===== src/hw/rtl/gdo_pkg.sv =====
// shared widths, constants, request types and lookup tables for the date offset pipeline
package gdo_pkg;

    localparam int MONTH_W = 4;
    localparam int DAY_W   = 5;
    localparam int YEAR_W  = 12;
    localparam int OFF_W   = 17;
    localparam int JDN_W   = 22;
    localparam int WDAY_W  = 3;
    localparam int Q_W     = 7;
    localparam int R_W     = 16;

    localparam int IN_TDATA_W  = 40;
    localparam int OUT_TDATA_W = 48;

    // day number of the calendar origin used by the forward formula
    localparam logic [JDN_W-1:0] JDN_BASE  = 22'd1721014;
    localparam logic [20:0]      YEAR_MUL  = 21'd367;
    // inverse conversion constants
    localparam logic [JDN_W-1:0] FVF_BIAS  = 22'd68569;
    localparam logic [24:0]      CYC400    = 25'd146097;
    localparam logic [28:0]      Q_RECIP   = 29'd114;
    localparam int               Q_SHIFT   = 22;
    localparam logic [27:0]      YR4K      = 28'd1461001;
    localparam logic [27:0]      YR_SCALE  = 28'd4000;
    localparam logic [23:0]      S_RECIP   = 24'd179;
    localparam int               S_SHIFT   = 16;
    localparam logic [17:0]      QUAD      = 18'd1461;
    localparam logic [17:0]      T_BIAS    = 18'd31;
    localparam logic [15:0]      MON_NUM   = 16'd2447;
    localparam logic [14:0]      MON_SCALE = 15'd80;
    localparam int               U_SHIFT   = 5;
    localparam logic [13:0]      CENT      = 14'd100;
    localparam logic [13:0]      CENT_BASE = 14'd4900;
    localparam logic [3:0]       MARCH_IDX = 4'd11;
    localparam logic [3:0]       YEAR_MON  = 4'd12;

    typedef struct packed {
        logic [MONTH_W-1:0]      month;
        logic [DAY_W-1:0]        day;
        logic [YEAR_W-1:0]       year;
        logic signed [OFF_W-1:0] offset;
    } t_date_req;

    typedef struct packed {
        logic [JDN_W-1:0]        jdn;
        logic signed [OFF_W-1:0] offset;
    } t_jdn_req;

    typedef struct packed {
        logic [JDN_W-1:0]  jdn;
        logic [WDAY_W-1:0] wday;
        logic [Q_W-1:0]    q;
        logic [R_W-1:0]    r;
    } t_split_req;

    typedef struct packed {
        logic [JDN_W-1:0]   jdn;
        logic [WDAY_W-1:0]  wday;
        logic [MONTH_W-1:0] month;
        logic [DAY_W-1:0]   day;
        logic [YEAR_W-1:0]  year;
    } t_date_res;

    // floor(275 * m / 9)
    function automatic logic [8:0] cum_days(input logic [MONTH_W-1:0] m);
        logic [8:0] v;
        case (m)
            4'd0:    v = 9'd0;
            4'd1:    v = 9'd30;
            4'd2:    v = 9'd61;
            4'd3:    v = 9'd91;
            4'd4:    v = 9'd122;
            4'd5:    v = 9'd152;
            4'd6:    v = 9'd183;
            4'd7:    v = 9'd213;
            4'd8:    v = 9'd244;
            4'd9:    v = 9'd275;
            4'd10:   v = 9'd305;
            4'd11:   v = 9'd336;
            4'd12:   v = 9'd366;
            4'd13:   v = 9'd397;
            4'd14:   v = 9'd427;
            default: v = 9'd458;
        endcase
        return v;
    endfunction

    // floor(2447 * u / 80)
    function automatic logic [8:0] month_start(input logic [3:0] u);
        logic [8:0] v;
        case (u)
            4'd0:    v = 9'd0;
            4'd1:    v = 9'd30;
            4'd2:    v = 9'd61;
            4'd3:    v = 9'd91;
            4'd4:    v = 9'd122;
            4'd5:    v = 9'd152;
            4'd6:    v = 9'd183;
            4'd7:    v = 9'd214;
            4'd8:    v = 9'd244;
            4'd9:    v = 9'd275;
            4'd10:   v = 9'd305;
            4'd11:   v = 9'd336;
            4'd12:   v = 9'd367;
            4'd13:   v = 9'd397;
            4'd14:   v = 9'd428;
            default: v = 9'd458;
        endcase
        return v;
    endfunction

endpackage


===== src/hw/rtl/gdo_to_jdn.sv =====
// two-stage forward conversion from calendar date to day number
module gdo_to_jdn (
    input  logic              i_clk,
    input  logic              i_rst_n,
    input  logic              i_vld,
    output logic              o_rdy,
    input  gdo_pkg::t_date_req i_req,
    output logic              o_vld,
    input  logic              i_rdy,
    output gdo_pkg::t_jdn_req o_req
);
    import gdo_pkg::*;

    localparam int NST = 2;

    logic [NST-1:0] r_vld;
    logic [NST:0]   w_adv;

    logic [20:0]        r_a_y367;
    logic [12:0]        r_a_ya;
    logic [8:0]         r_a_c;
    logic [DAY_W-1:0]   r_a_d;
    logic [OFF_W-1:0]   r_a_off;
    logic [1:0]         n_a_a;

    logic [JDN_W-1:0]   r_b_jdn;
    logic [OFF_W-1:0]   r_b_off;
    logic [JDN_W-1:0]   n_b_jdn;
    logic [15:0]        n_b_lp;

    // stage advances when empty or when the next one advances
    always_comb begin
        w_adv[NST] = i_rdy;
        for (int k = NST - 1; k >= 0; k--) begin
            w_adv[k] = !r_vld[k] || w_adv[k+1];
        end
    end

    assign o_rdy = w_adv[0];
    assign o_vld = r_vld[NST-1];

    always_ff @(posedge i_clk) begin
        if (!i_rst_n) begin
            r_vld <= '0;
        end else begin
            if (w_adv[0]) r_vld[0] <= i_vld;
            if (w_adv[1]) r_vld[1] <= r_vld[0];
        end
    end

    // (m + 9) / 12
    always_comb begin
        if (i_req.month < 4'd3) begin
            n_a_a = 2'd0;
        end else if (i_req.month == 4'd15) begin
            n_a_a = 2'd2;
        end else begin
            n_a_a = 2'd1;
        end
    end

    always_ff @(posedge i_clk) begin
        if (w_adv[0]) begin
            r_a_y367 <= 21'(i_req.year) * YEAR_MUL;
            r_a_ya   <= 13'(i_req.year) + 13'(n_a_a);
            r_a_c    <= cum_days(i_req.month);
            r_a_d    <= i_req.day;
            r_a_off  <= i_req.offset;
        end
    end

    always_comb begin
        n_b_lp  = (16'(r_a_ya) * 16'd7) >> 2;
        n_b_jdn = 22'(r_a_y367) - 22'(n_b_lp) + 22'(r_a_c) + 22'(r_a_d) + JDN_BASE;
    end

    always_ff @(posedge i_clk) begin
        if (w_adv[1]) begin
            r_b_jdn <= n_b_jdn;
            r_b_off <= r_a_off;
        end
    end

    assign o_req.jdn    = r_b_jdn;
    assign o_req.offset = r_b_off;

endmodule


===== src/hw/rtl/gdo_split.sv =====
// five-stage split of the shifted day number into 400-year cycles and remainder, plus weekday
module gdo_split (
    input  logic                i_clk,
    input  logic                i_rst_n,
    input  logic                i_vld,
    output logic                o_rdy,
    input  gdo_pkg::t_jdn_req   i_req,
    output logic                o_vld,
    input  logic                i_rdy,
    output gdo_pkg::t_split_req o_req
);
    import gdo_pkg::*;

    localparam int NST = 5;

    logic [NST-1:0] r_vld;
    logic [NST:0]   w_adv;

    logic [JDN_W-1:0]  r1_p, r1_jdn;
    logic [5:0]        r1_wsum;
    logic [JDN_W-1:0]  n1_p;
    logic [5:0]        n1_wsum;

    logic [JDN_W-1:0]  r2_p, r2_jdn;
    logic [Q_W-1:0]    r2_q0;
    logic [3:0]        r2_wfold;
    logic [28:0]       n2_prod;

    logic [JDN_W-1:0]  r3_p, r3_jdn;
    logic [Q_W-1:0]    r3_q0;
    logic [24:0]       r3_qprod;
    logic [WDAY_W-1:0] r3_wday;
    logic [WDAY_W-1:0] n3_wday;

    logic [JDN_W-1:0]  r4_p, r4_jdn;
    logic [Q_W-1:0]    r4_q;
    logic [24:0]       r4_qmul;
    logic [WDAY_W-1:0] r4_wday;
    logic              n4_hit;

    logic [JDN_W-1:0]  r5_jdn;
    logic [Q_W-1:0]    r5_q;
    logic [R_W-1:0]    r5_r;
    logic [WDAY_W-1:0] r5_wday;
    logic [24:0]       n5_r;

    always_comb begin
        w_adv[NST] = i_rdy;
        for (int k = NST - 1; k >= 0; k--) begin
            w_adv[k] = !r_vld[k] || w_adv[k+1];
        end
    end

    assign o_rdy = w_adv[0];
    assign o_vld = r_vld[NST-1];

    always_ff @(posedge i_clk) begin
        if (!i_rst_n) begin
            r_vld <= '0;
        end else begin
            if (w_adv[0]) r_vld[0] <= i_vld;
            for (int k = 1; k < NST; k++) begin
                if (w_adv[k]) r_vld[k] <= r_vld[k-1];
            end
        end
    end

    // stage 1: shift the day number; octal digit sum for mod 7
    always_comb begin
        n1_p    = i_req.jdn + {{(JDN_W-OFF_W){i_req.offset[OFF_W-1]}}, i_req.offset}
                  + FVF_BIAS;
        n1_wsum = 6'(i_req.jdn[JDN_W-1]);
        for (int k = 0; k < 7; k++) begin
            n1_wsum = n1_wsum + 6'(i_req.jdn[3*k +: 3]);
        end
    end

    always_ff @(posedge i_clk) begin
        if (w_adv[0]) begin
            r1_p    <= n1_p;
            r1_jdn  <= i_req.jdn;
            r1_wsum <= n1_wsum;
        end
    end

    // stage 2: reciprocal estimate of 4p / 146097, low by at most one
    assign n2_prod = 29'(r1_p) * Q_RECIP;

    always_ff @(posedge i_clk) begin
        if (w_adv[1]) begin
            r2_q0    <= Q_W'(n2_prod >> Q_SHIFT);
            r2_p     <= r1_p;
            r2_jdn   <= r1_jdn;
            r2_wfold <= 4'(r1_wsum[2:0]) + 4'(r1_wsum[5:3]);
        end
    end

    // stage 3: product for the correction check; finish mod 7
    always_comb begin
        if (r2_wfold >= 4'd14) begin
            n3_wday = '0;
        end else if (r2_wfold >= 4'd7) begin
            n3_wday = WDAY_W'(r2_wfold - 4'd7);
        end else begin
            n3_wday = WDAY_W'(r2_wfold);
        end
    end

    always_ff @(posedge i_clk) begin
        if (w_adv[2]) begin
            r3_qprod <= CYC400 * 25'(r2_q0 + 7'd1);
            r3_q0    <= r2_q0;
            r3_p     <= r2_p;
            r3_jdn   <= r2_jdn;
            r3_wday  <= n3_wday;
        end
    end

    // stage 4: correct the quotient and keep 146097 * q
    assign n4_hit = r3_qprod <= {1'b0, r3_p, 2'b00};

    always_ff @(posedge i_clk) begin
        if (w_adv[3]) begin
            r4_q    <= r3_q0 + Q_W'(n4_hit);
            r4_qmul <= n4_hit ? r3_qprod : r3_qprod - CYC400;
            r4_p    <= r3_p;
            r4_jdn  <= r3_jdn;
            r4_wday <= r3_wday;
        end
    end

    // stage 5: remainder within the cycle
    assign n5_r = 25'(r4_p) - ((r4_qmul + 25'd3) >> 2);

    always_ff @(posedge i_clk) begin
        if (w_adv[4]) begin
            r5_r    <= n5_r[R_W-1:0];
            r5_q    <= r4_q;
            r5_jdn  <= r4_jdn;
            r5_wday <= r4_wday;
        end
    end

    assign o_req.jdn  = r5_jdn;
    assign o_req.wday = r5_wday;
    assign o_req.q    = r5_q;
    assign o_req.r    = r5_r;

endmodule


===== src/hw/rtl/gdo_to_date.sv =====
// seven-stage back conversion from cycle remainder to year, month and day
module gdo_to_date (
    input  logic                i_clk,
    input  logic                i_rst_n,
    input  logic                i_vld,
    output logic                o_rdy,
    input  gdo_pkg::t_split_req i_req,
    output logic                o_vld,
    input  logic                i_rdy,
    output gdo_pkg::t_date_res  o_res
);
    import gdo_pkg::*;

    localparam int NST = 7;

    logic [NST-1:0] r_vld;
    logic [NST:0]   w_adv;

    logic [JDN_W-1:0]  r1_jdn, r2_jdn, r3_jdn, r4_jdn, r5_jdn, r6_jdn;
    logic [WDAY_W-1:0] r1_wday, r2_wday, r3_wday, r4_wday, r5_wday, r6_wday;
    logic [Q_W-1:0]    r1_q, r2_q, r3_q, r4_q, r5_q, r6_q;

    logic [R_W-1:0]    r1_r, r2_r, r3_r;
    logic [6:0]        r1_s0, r2_s0;
    logic [R_W-1:0]    n1_rp1;
    logic [23:0]       n1_prod;

    logic [27:0]       r2_sprod, r2_rr;

    logic [6:0]        r3_s, r4_s, r5_s, r6_s;

    logic [8:0]        r4_t, r5_t, r6_t;
    logic [17:0]       n4_t;

    logic [3:0]        r5_u0;
    logic [14:0]       r5_t80;

    logic [3:0]        r6_u;
    logic              n6_hit;

    logic [JDN_W-1:0]   r7_jdn;
    logic [WDAY_W-1:0]  r7_wday;
    logic [MONTH_W-1:0] r7_month;
    logic [DAY_W-1:0]   r7_day;
    logic [YEAR_W-1:0]  r7_year;
    logic               n7_v;
    logic [13:0]        n7_year;
    logic [8:0]         n7_day;

    always_comb begin
        w_adv[NST] = i_rdy;
        for (int k = NST - 1; k >= 0; k--) begin
            w_adv[k] = !r_vld[k] || w_adv[k+1];
        end
    end

    assign o_rdy = w_adv[0];
    assign o_vld = r_vld[NST-1];

    always_ff @(posedge i_clk) begin
        if (!i_rst_n) begin
            r_vld <= '0;
        end else begin
            if (w_adv[0]) r_vld[0] <= i_vld;
            for (int k = 1; k < NST; k++) begin
                if (w_adv[k]) r_vld[k] <= r_vld[k-1];
            end
        end
    end

    // stage 1: estimate of 4000 (r + 1) / 1461001, low by at most one
    always_comb begin
        n1_rp1  = i_req.r + 16'd1;
        n1_prod = 24'(n1_rp1) * S_RECIP;
    end

    always_ff @(posedge i_clk) begin
        if (w_adv[0]) begin
            r1_s0   <= 7'(n1_prod >> S_SHIFT);
            r1_r    <= i_req.r;
            r1_q    <= i_req.q;
            r1_jdn  <= i_req.jdn;
            r1_wday <= i_req.wday;
        end
    end

    // stage 2: both sides of the correction check
    always_ff @(posedge i_clk) begin
        if (w_adv[1]) begin
            r2_sprod <= YR4K * 28'(r1_s0 + 7'd1);
            r2_rr    <= (28'(r1_r) + 28'd1) * YR_SCALE;
            r2_s0    <= r1_s0;
            r2_r     <= r1_r;
            r2_q     <= r1_q;
            r2_jdn   <= r1_jdn;
            r2_wday  <= r1_wday;
        end
    end

    // stage 3: corrected year within the century
    always_ff @(posedge i_clk) begin
        if (w_adv[2]) begin
            r3_s    <= r2_s0 + 7'(r2_sprod <= r2_rr);
            r3_r    <= r2_r;
            r3_q    <= r2_q;
            r3_jdn  <= r2_jdn;
            r3_wday <= r2_wday;
        end
    end

    // stage 4: day within the year counted from march
    assign n4_t = 18'(r3_r) - ((18'(r3_s) * QUAD) >> 2) + T_BIAS;

    always_ff @(posedge i_clk) begin
        if (w_adv[3]) begin
            r4_t    <= n4_t[8:0];
            r4_s    <= r3_s;
            r4_q    <= r3_q;
            r4_jdn  <= r3_jdn;
            r4_wday <= r3_wday;
        end
    end

    // stage 5: t / 32 underestimates 80 t / 2447 by less than one
    always_ff @(posedge i_clk) begin
        if (w_adv[4]) begin
            r5_u0   <= 4'(r4_t >> U_SHIFT);
            r5_t80  <= 15'(r4_t) * MON_SCALE;
            r5_t    <= r4_t;
            r5_s    <= r4_s;
            r5_q    <= r4_q;
            r5_jdn  <= r4_jdn;
            r5_wday <= r4_wday;
        end
    end

    // stage 6: corrected month index
    assign n6_hit = (MON_NUM * 16'(r5_u0 + 4'd1)) <= 16'(r5_t80);

    always_ff @(posedge i_clk) begin
        if (w_adv[5]) begin
            r6_u    <= r5_u0 + 4'(n6_hit);
            r6_t    <= r5_t;
            r6_s    <= r5_s;
            r6_q    <= r5_q;
            r6_jdn  <= r5_jdn;
            r6_wday <= r5_wday;
        end
    end

    // stage 7: assemble the date, year wraps to the field
    always_comb begin
        n7_v    = r6_u >= MARCH_IDX;
        n7_year = 14'(r6_q) * CENT - CENT_BASE + 14'(r6_s) + 14'(n7_v);
        n7_day  = r6_t - month_start(r6_u);
    end

    always_ff @(posedge i_clk) begin
        if (w_adv[6]) begin
            r7_year  <= n7_year[YEAR_W-1:0];
            r7_month <= r6_u + 4'd2 - (n7_v ? YEAR_MON : 4'd0);
            r7_day   <= n7_day[DAY_W-1:0];
            r7_jdn   <= r6_jdn;
            r7_wday  <= r6_wday;
        end
    end

    assign o_res.jdn   = r7_jdn;
    assign o_res.wday  = r7_wday;
    assign o_res.month = r7_month;
    assign o_res.day   = r7_day;
    assign o_res.year  = r7_year;

endmodule


===== src/hw/rtl/gregorian_date_offset.sv =====
// top level: gregorian date plus day offset, fully pipelined
//
//  channel  | dir | tdata fields (lsb first)
//  ---------+-----+-------------------------------------------------------------
//  s_axis   | in  | month[3:0] day[8:4] year[20:9] offset_days[37:21] pad[39:38]
//  m_axis   | out | day_number[21:0] month[25:22] day[30:26] year[42:31]
//           |     | weekday[45:43] pad[47:46]
//
// - fourteen register stages: two for date to day number, five for the
//   400-year split and weekday, seven for the year/month/day rebuild
// - one request enters per cycle unless an output stall has filled the pipe
// - every stage holds its own valid bit and advances when empty or when the
//   stage after it advances, so bubbles close up under a stalled output
// - the last stage is the output register; a stall holds it and everything
//   behind it that is full, nothing is dropped or repeated
// - synchronous active-low reset clears the valid bits only
module gregorian_date_offset (
    input  logic        i_clk,
    input  logic        i_rst_n,
    input  logic        i_s_axis_tvalid,
    output logic        o_s_axis_tready,
    // month[3:0], day[8:4], year[20:9], offset_days[37:21], zero pad [39:38]
    input  logic [39:0] i_s_axis_tdata,
    output logic        o_m_axis_tvalid,
    input  logic        i_m_axis_tready,
    // day_number[21:0], month[25:22], day[30:26], year[42:31], weekday[45:43],
    // zero pad [47:46]
    output logic [47:0] o_m_axis_tdata
);
    import gdo_pkg::*;

    t_date_req  w_in_req;
    t_jdn_req   w_jdn_req;
    t_split_req w_split_req;
    t_date_res  w_res;

    logic w_jdn_vld, w_jdn_rdy;
    logic w_split_vld, w_split_rdy;

    // unpack the incoming request
    assign w_in_req.month  = i_s_axis_tdata[3:0];
    assign w_in_req.day    = i_s_axis_tdata[8:4];
    assign w_in_req.year   = i_s_axis_tdata[20:9];
    assign w_in_req.offset = i_s_axis_tdata[37:21];

    // date to day number
    gdo_to_jdn u_to_jdn (
        .i_clk   (i_clk),
        .i_rst_n (i_rst_n),
        .i_vld   (i_s_axis_tvalid),
        .o_rdy   (o_s_axis_tready),
        .i_req   (w_in_req),
        .o_vld   (w_jdn_vld),
        .i_rdy   (w_jdn_rdy),
        .o_req   (w_jdn_req)
    );

    // shifted day number into 400-year cycles and remainder, weekday of input
    gdo_split u_split (
        .i_clk   (i_clk),
        .i_rst_n (i_rst_n),
        .i_vld   (w_jdn_vld),
        .o_rdy   (w_jdn_rdy),
        .i_req   (w_jdn_req),
        .o_vld   (w_split_vld),
        .i_rdy   (w_split_rdy),
        .o_req   (w_split_req)
    );

    // remainder back to year, month and day
    gdo_to_date u_to_date (
        .i_clk   (i_clk),
        .i_rst_n (i_rst_n),
        .i_vld   (w_split_vld),
        .o_rdy   (w_split_rdy),
        .i_req   (w_split_req),
        .o_vld   (o_m_axis_tvalid),
        .i_rdy   (i_m_axis_tready),
        .o_res   (w_res)
    );

    // pack the result, pad bits tied low
    assign o_m_axis_tdata = {2'b00, w_res.wday, w_res.year, w_res.day, w_res.month, w_res.jdn};

endmodule


===== config.mk =====
export PLATFORM = sky130hd
export DESIGN_NAME = gregorian_date_offset
export DESIGN_NICKNAME = d
export VERILOG_FILES = /design/src/hw/rtl/gdo_pkg.sv /design/src/hw/rtl/gdo_to_jdn.sv /design/src/hw/rtl/gdo_split.sv /design/src/hw/rtl/gdo_to_date.sv /design/src/hw/rtl/gregorian_date_offset.sv
export SDC_FILE = /design/constraint.sdc
export NUM_CORES = 2
export LEC_CHECK = 0
export ABC_AREA = 1
export BUFFER_PORTS_ARGS = -buffer_cell sky130_fd_sc_hd__buf_2
export CAP_MARGIN = 15
export CORE_ASPECT_RATIO = 1.4
export CORE_MARGIN = 2
export CORE_UTILIZATION = 64
export DETAILED_ROUTE_END_ITERATION = 8
export PLACE_DENSITY_LB_ADDON = 0.12
export SYNTH_ARGS = -nofsm -noshare
export SYNTH_HDL_FRONTEND = slang
export SYNTH_SLANG_ARGS = --single-unit

===== constraint.sdc =====
create_clock -name i_clk -period 7.77 [get_ports i_clk]
set_clock_uncertainty 0.15 [all_clocks]
set_input_delay 0.3885 -clock i_clk [delete_from_list [all_inputs] [get_ports i_clk]]
set_output_delay 0.3885 -clock i_clk [all_outputs]
set_load 0.05 [all_outputs]

# Word-level counts from Yosys, hierarchy flattened
# Memories as Yosys holds them, arrays and structs flattened. A register that Yosys moved wholly into a read port is not among the register bits.
# Cells that the tools add are included.
# W data, S select, Z words.
# word_totals
ff_bits,810
romBits,288
in_bits,44
word_cells,171
memories,2
# op_classes
add_sub_neg,35
n_mul,11
n_lt_le_gt_ge,7
n_eq_ne,1
muxes,6
reduce_logical,28
# mem_list
memory,depth,width,read_ports,rd_ports_with_merged_regs,write_ports,line,source
(no name shown),16,9,1,1,0,gdo_pkg.sv:92,case (u)
(no name shown),16,9,1,1,0,gdo_pkg.sv:68,case (m)
# op_table
op,count
$add A6 B3 Y6,6
$le A28 B28 Y1,1
$mul A21 B28 Y28 const A,1
$mul A22 B6 Y28 const B,1
$mul A28 B7 Y23 const B,1
$le A25 B24 Y1,1
$mul A18 B25 Y25 const A,1
$mul A16 B8 Y23 const B,1
$add A22 B17 Y22 const B,1
$add A22 B21 Y22 const B,1
$add A22 B22 Y22,1
$add A22 B5 Y22,1
$add A22 B9 Y22,1
$sub A21 B14 Y22,1
$mul A12 B9 Y21 const B,1
$add A18 B2 Y18 const B,1
$mux W18,1
$sub A18 B18 Y18 const B,1
$add A16 B1 Y17 const B,1
$add A16 B1 Y16 const B,1
$add A7 B1 Y8 const B,2
$le A16 B15 Y1,1
$mul A12 B16 Y16 const A,1
$mul A13 B3 Y16 const B,1
other kinds (28),58

# Depth between registers and ports, before layout
# depth
ltp_word,15
ltp_mapped,38

# Cells and area by module
# A second synthesis with hierarchy kept.
# unflattened
hier_cells,4804
area_unflattened_um2,53156.0
# by_module_without_submodules
module,n_inst,cells_each,area_per_inst_um2,seq_area_each_um2
gdo_to_date,1,2143,25497.0,12281.8
gdo_split,1,1655,18188.7,9048.7
gdo_to_jdn,1,1003,9451.6,3163.0
gregorian_date_offset,1,3,18.8,0.0

# Least setup slack after synthesis
# No wires, ideal clock.
# synth_path
path_kind,flip-flop to flip-flop
start,reg u_to_date.r_vld[6]
end,"reg u_to_jdn.r_a_c[0], enable pin"
arrival_ns,6.474
required_ns,6.784
path_slack_ns,0.310
path_stages_with_launch,8
path_buffers,0
period_less_slack_ns,7.460
cell_sequence,dfxtp_1 -> nand3_4 -> nor2_4 -> nand4_4 -> nor2_2 -> nand4_2 -> nor2_4 -> nand4_2
# synth_between
elab_chain_cells,15
# synth_lines
item,line,source
"start, declared",gdo_to_date.sv:16,logic [NST-1:0] r_vld;
"start signal, assigned by index",gdo_to_date.sv:66,if (w_adv[k]) r_vld[k] <= r_vld[k-1];
$logic_not A1 Y1,gdo_to_date.sv:53,w_adv[k] = !r_vld[k] || w_adv[k+1];
$logic_or A1 B1 Y1 (6 in series),gdo_to_date.sv:53,
net u_to_date.w_adv[1],gdo_to_date.sv:17,logic [NST:0] w_adv;
$logic_or A1 B1 Y1,gdo_to_date.sv:53,
$logic_or A1 B1 Y1 (3 in series),gdo_split.sv:50,w_adv[k] = !r_vld[k] || w_adv[k+1];
net u_split.w_adv[2],gdo_split.sv:17,logic [NST:0] w_adv;
$logic_or A1 B1 Y1 (2 in series),gdo_split.sv:50,
$logic_or A1 B1 Y1 (2 in series),gdo_to_jdn.sv:35,w_adv[k] = !r_vld[k] || w_adv[k+1];
net o_s_axis_tready,gregorian_date_offset.sv:21,"output logic o_s_axis_tready,"
"end, declared",gdo_to_jdn.sv:21,logic [8:0] r_a_c;
# The timed path passes the listed nets, and every way through them passes these cells.
# A chain may end at the register's enable or synchronous reset.

==> results.py <==
metrics = {
    "status": {
        "status": "complete, no violations",
    },
    "cts": {
        "clk_pin_slew_ns": 0.07,
        "cts.path.max_buffers": 3,
        "clk_latency_ns": 0.66,
        "cts_setup_buffers": 0,
        "htreeDepth": 3,
        "cts_resized": 0,
        "clkSinkCount": 822,
        "root_buffer": "clkbuf_16",
        "tritoncts": "built",
        "ctsHoldBuffers": 28,
        "numCtsBuffers": 79,
    },
    "timing": {
        "slew_headroom_pct": 26.0,
        "finalHoldViolations": 0,
        "rsz0062_at_grt": "no",
        "finalSetupTns_ns": 0,
        "fin_crit_sh_pct": 90.0,
        "setup_viol": 0,
        "fmax_ghz": 0.143,
        "worst-slew-pin-transition_ns": 1.10,
        "timing.final.ws_setup_ns": 0.779,
        "maxSlewViolCount": 0,
        "period_needed_ns": 6.99,
    },
    "synthesis": {
        "synthMuxAreaShare_pct": 0.0192,
        "synth_top_family_by_area": "adder cells",
        "syn_inst": 4435,
        "synth-compound-area-share_pct": 5.59,
        "synth_fa_ha_area_share_pct": 28.0,
        "post-synth-top-area-cell": "edfxtp_1",
        "synth_edf_count": 803,
        "syn_area_per_cell_um2": 11.7,
        "async_flop_share_pct": 0,
        "post-synth-top-area-fraction_pct": 46.3,
        "netlist_area_um2": 52000,
        "synth_cell_types": 56,
        "synthFlopType": "edfxtp_1",
        "ys_seq_area_share_pct": 47.1,
        "synth_seq_cells": 822,
        "yosys.area_share.simple_pct": 8.54,
        "synthTopCellsByArea": "edfxtp_1 (46%), ha_1 (17%), fa_1 (11%)",
        "synth_xor_area_share_pct": 4.94,
        "ys.warnings.count": 0,
    },
    "flow_run": {
        "drv_cap": 0,
    },
    "finish": {
        "layout_common_cells": "edfxtp_1 (803), inv_1 (799), ha_1 (699), nand2_1 (543), fa_1 (290)",
        "layout.nets": 5672,
        "final_common_cell": "edfxtp_1",
        "drive_gt1_share_pct": 5.87,
        "synthToLayoutAreaGrowth_pct": 9.23,
        "num_antenna_cells": 0,
    },
    "route": {
        "dr_total_vias": 31000,
        "drc": 0,
        "detail-route-antenna-nets": 0,
        "via_per_inst": 5.38,
        "wirelength_um": 93700,
        "drtPass1Iterations": 5,
        "wire_per_inst_um": 16.2,
        "drtIter0Drc": 1512,
    },
    "grt": {
        "antenna_found_initial": 0,
        "gr-usage-all-layers_pct": 23.5,
        "grt_pass1_vias": 32500,
        "grt_pass1_wl_um": 157000,
        "grt_overflow": 0,
        "grt_max_degree": 68,
    },
    "worst_setup_path": {
        "arrival_ns": 7.34,
        "path_max_fanout": 9,
        "end_kind": "flop",
        "startpoint_type": "flop",
        "critical_path.max_stage_delay_ns": 0.60,
        "cp_top_family": "adder cells",
        "cp_slowest_cell": "edfxtp_1",
        "crit_buf_inv": 5,
        "criticalPathCategory": "flop to flop",
        "crit_top_cell": "ha_1",
        "critPathRequiredTime_ns": 8.12,
    },
    "die": {
        "die_h_um": 341,
        "core_um2": 80500,
        "io_pins": 94,
        "dieArea_um2": 83600,
        "die_w_um": 245,
        "row_count": 123,
        "initial_utilization_pct": 64.7,
    },
    "placed_design": {
        "gp_congestion": 0.892,
        "place_ws_ns": 0.800,
        "hpwlAfterDp_um": 73600,
        "port_buffers": 89,
    },
    "min_path": {
        "min_path_type": "primary input to flop",
    },
}
[synthesized netlist by cell type, types with 2 or more instances]
cell       count
a211oi_1       8
a21boi_0       8
a21o_1        30
a21oi_1      255
a221oi_1       4
a31o_2         3
a31oi_1       20
and2_1         5
and3_1         3
buf_4          3
clkbuf_1       3
dfxtp_1       19
edfxtp_1     803
fa_1         290
ha_1         699
inv_1        804
nand2_1      547
nand3_1      141
nand3_2        4
nand3_4        2
nand3b_1       6
nand4_1       52
nand4_2        4
nor2_1       171
nor2_2         3
nor2_4         6
nor3_1        33
nor3_2         3
nor3b_1        2
nor4_1        10
o2111ai_1      7
o211ai_1      10
o21a_1        12
o21ai_0      112
o21ai_2        3
o21bai_1      18
o221ai_1       3
o31ai_1       11
or2_2         12
xnor2_1       87
xor2_1       204
[cells by family (layout without fill, tap and decap cells)]
logic type,Yosys count,after routing
AND/OR/NAND/NOR,1009,1009
XOR/XNOR,292,292
AO/OA/AOI/OAI,509,509
other,1,2
adder cells (fa/ha/maj),989,989
buffers and inverters,812,1078
multiplexers,1,1
flip-flops,822,822
[final timing paths]
path | slack, ns | to | startpoint | cells after the start
worst max-delay path | 0.78 | flop | u_to_date.r5_u0[0] | 34
worst min-delay path | 0.04 | u_to_jdn.r_a_ya[4] | i_s_axis_tdata[13] | 2
worst max register to register | 0.78 | flop | u_to_date.r5_u0[0] | 34
worst min register to register | 0.24 | u_to_date.r1_jdn[6] | u_split.r5_jdn[6] | 0
[per-layer routing]
metal / track usage, % / share of wire [%] / wire [um] / vias up
li1: - / - / - / 15400
met1: 26.3 / 39 / 36400 / 14900
met2: 45.2 / 55 / 51200 / 509
met3: 2.58 / 2.7 / 2500 / 198
met4: 9.11 / 3.8 / 3530 / 0
met5: 0 / 0 / 0 / -
[sequential cells by signal (all words and copies together) (netlist names), 22 cells and up, named ones only]
name	count
u_to_date.r7_jdn	22
u_to_date.r1_jdn	22
u_split.r1_p	22
u_split.r2_p	22
u_split.r2_jdn	22
u_split.r4_jdn	22
u_to_jdn.r_b_jdn	22
u_split.r3_jdn	22
u_split.r3_qprod	25
u_to_date.r5_jdn	22
u_split.r5_jdn	22
u_to_date.r2_rr	23
u_split.r1_jdn	22
u_to_date.r2_jdn	22
u_to_date.r3_jdn	22
u_split.r3_p	22
u_to_date.r6_jdn	22
u_to_date.r2_sprod	28
u_to_date.r4_jdn	22
[through the flow]
stage | instances | hold slack (ns) | area [um2] | utilization (%)
after floorplan | 4436 | 0.250 | 52000 | -
after global placement | 5591 | 0.251 | 53900 | 67.0
after detailed placement | 5591 | 0.255 | 53900 | 67.0
after CTS | 5763 | 0.00275 | 56800 | 70.6
after global routing | 5764 | 0.0552 | 56800 | 70.6
final | 5764 | 0.0426 | 56800 | 70.6
[final cells by class]
| cell class | instances | area, um2 |
|---|---|---|
| Clock inverter | 48 | 581 |
| Multi-Input combinational cell | 2802 | 24500 |
| Clock buffer | 96 | 2070 |
| Tap cell | 1062 | 1330 |
| Timing Repair Buffer | 129 | 828 |
| Inverter | 805 | 3020 |
| Fill cell | 5677 | 23600 |
| Sequential cell | 822 | 24500 |
Power is not shown: default switching activity piles up to over one toggle a cycle in this logic, so the estimate is an artifact.
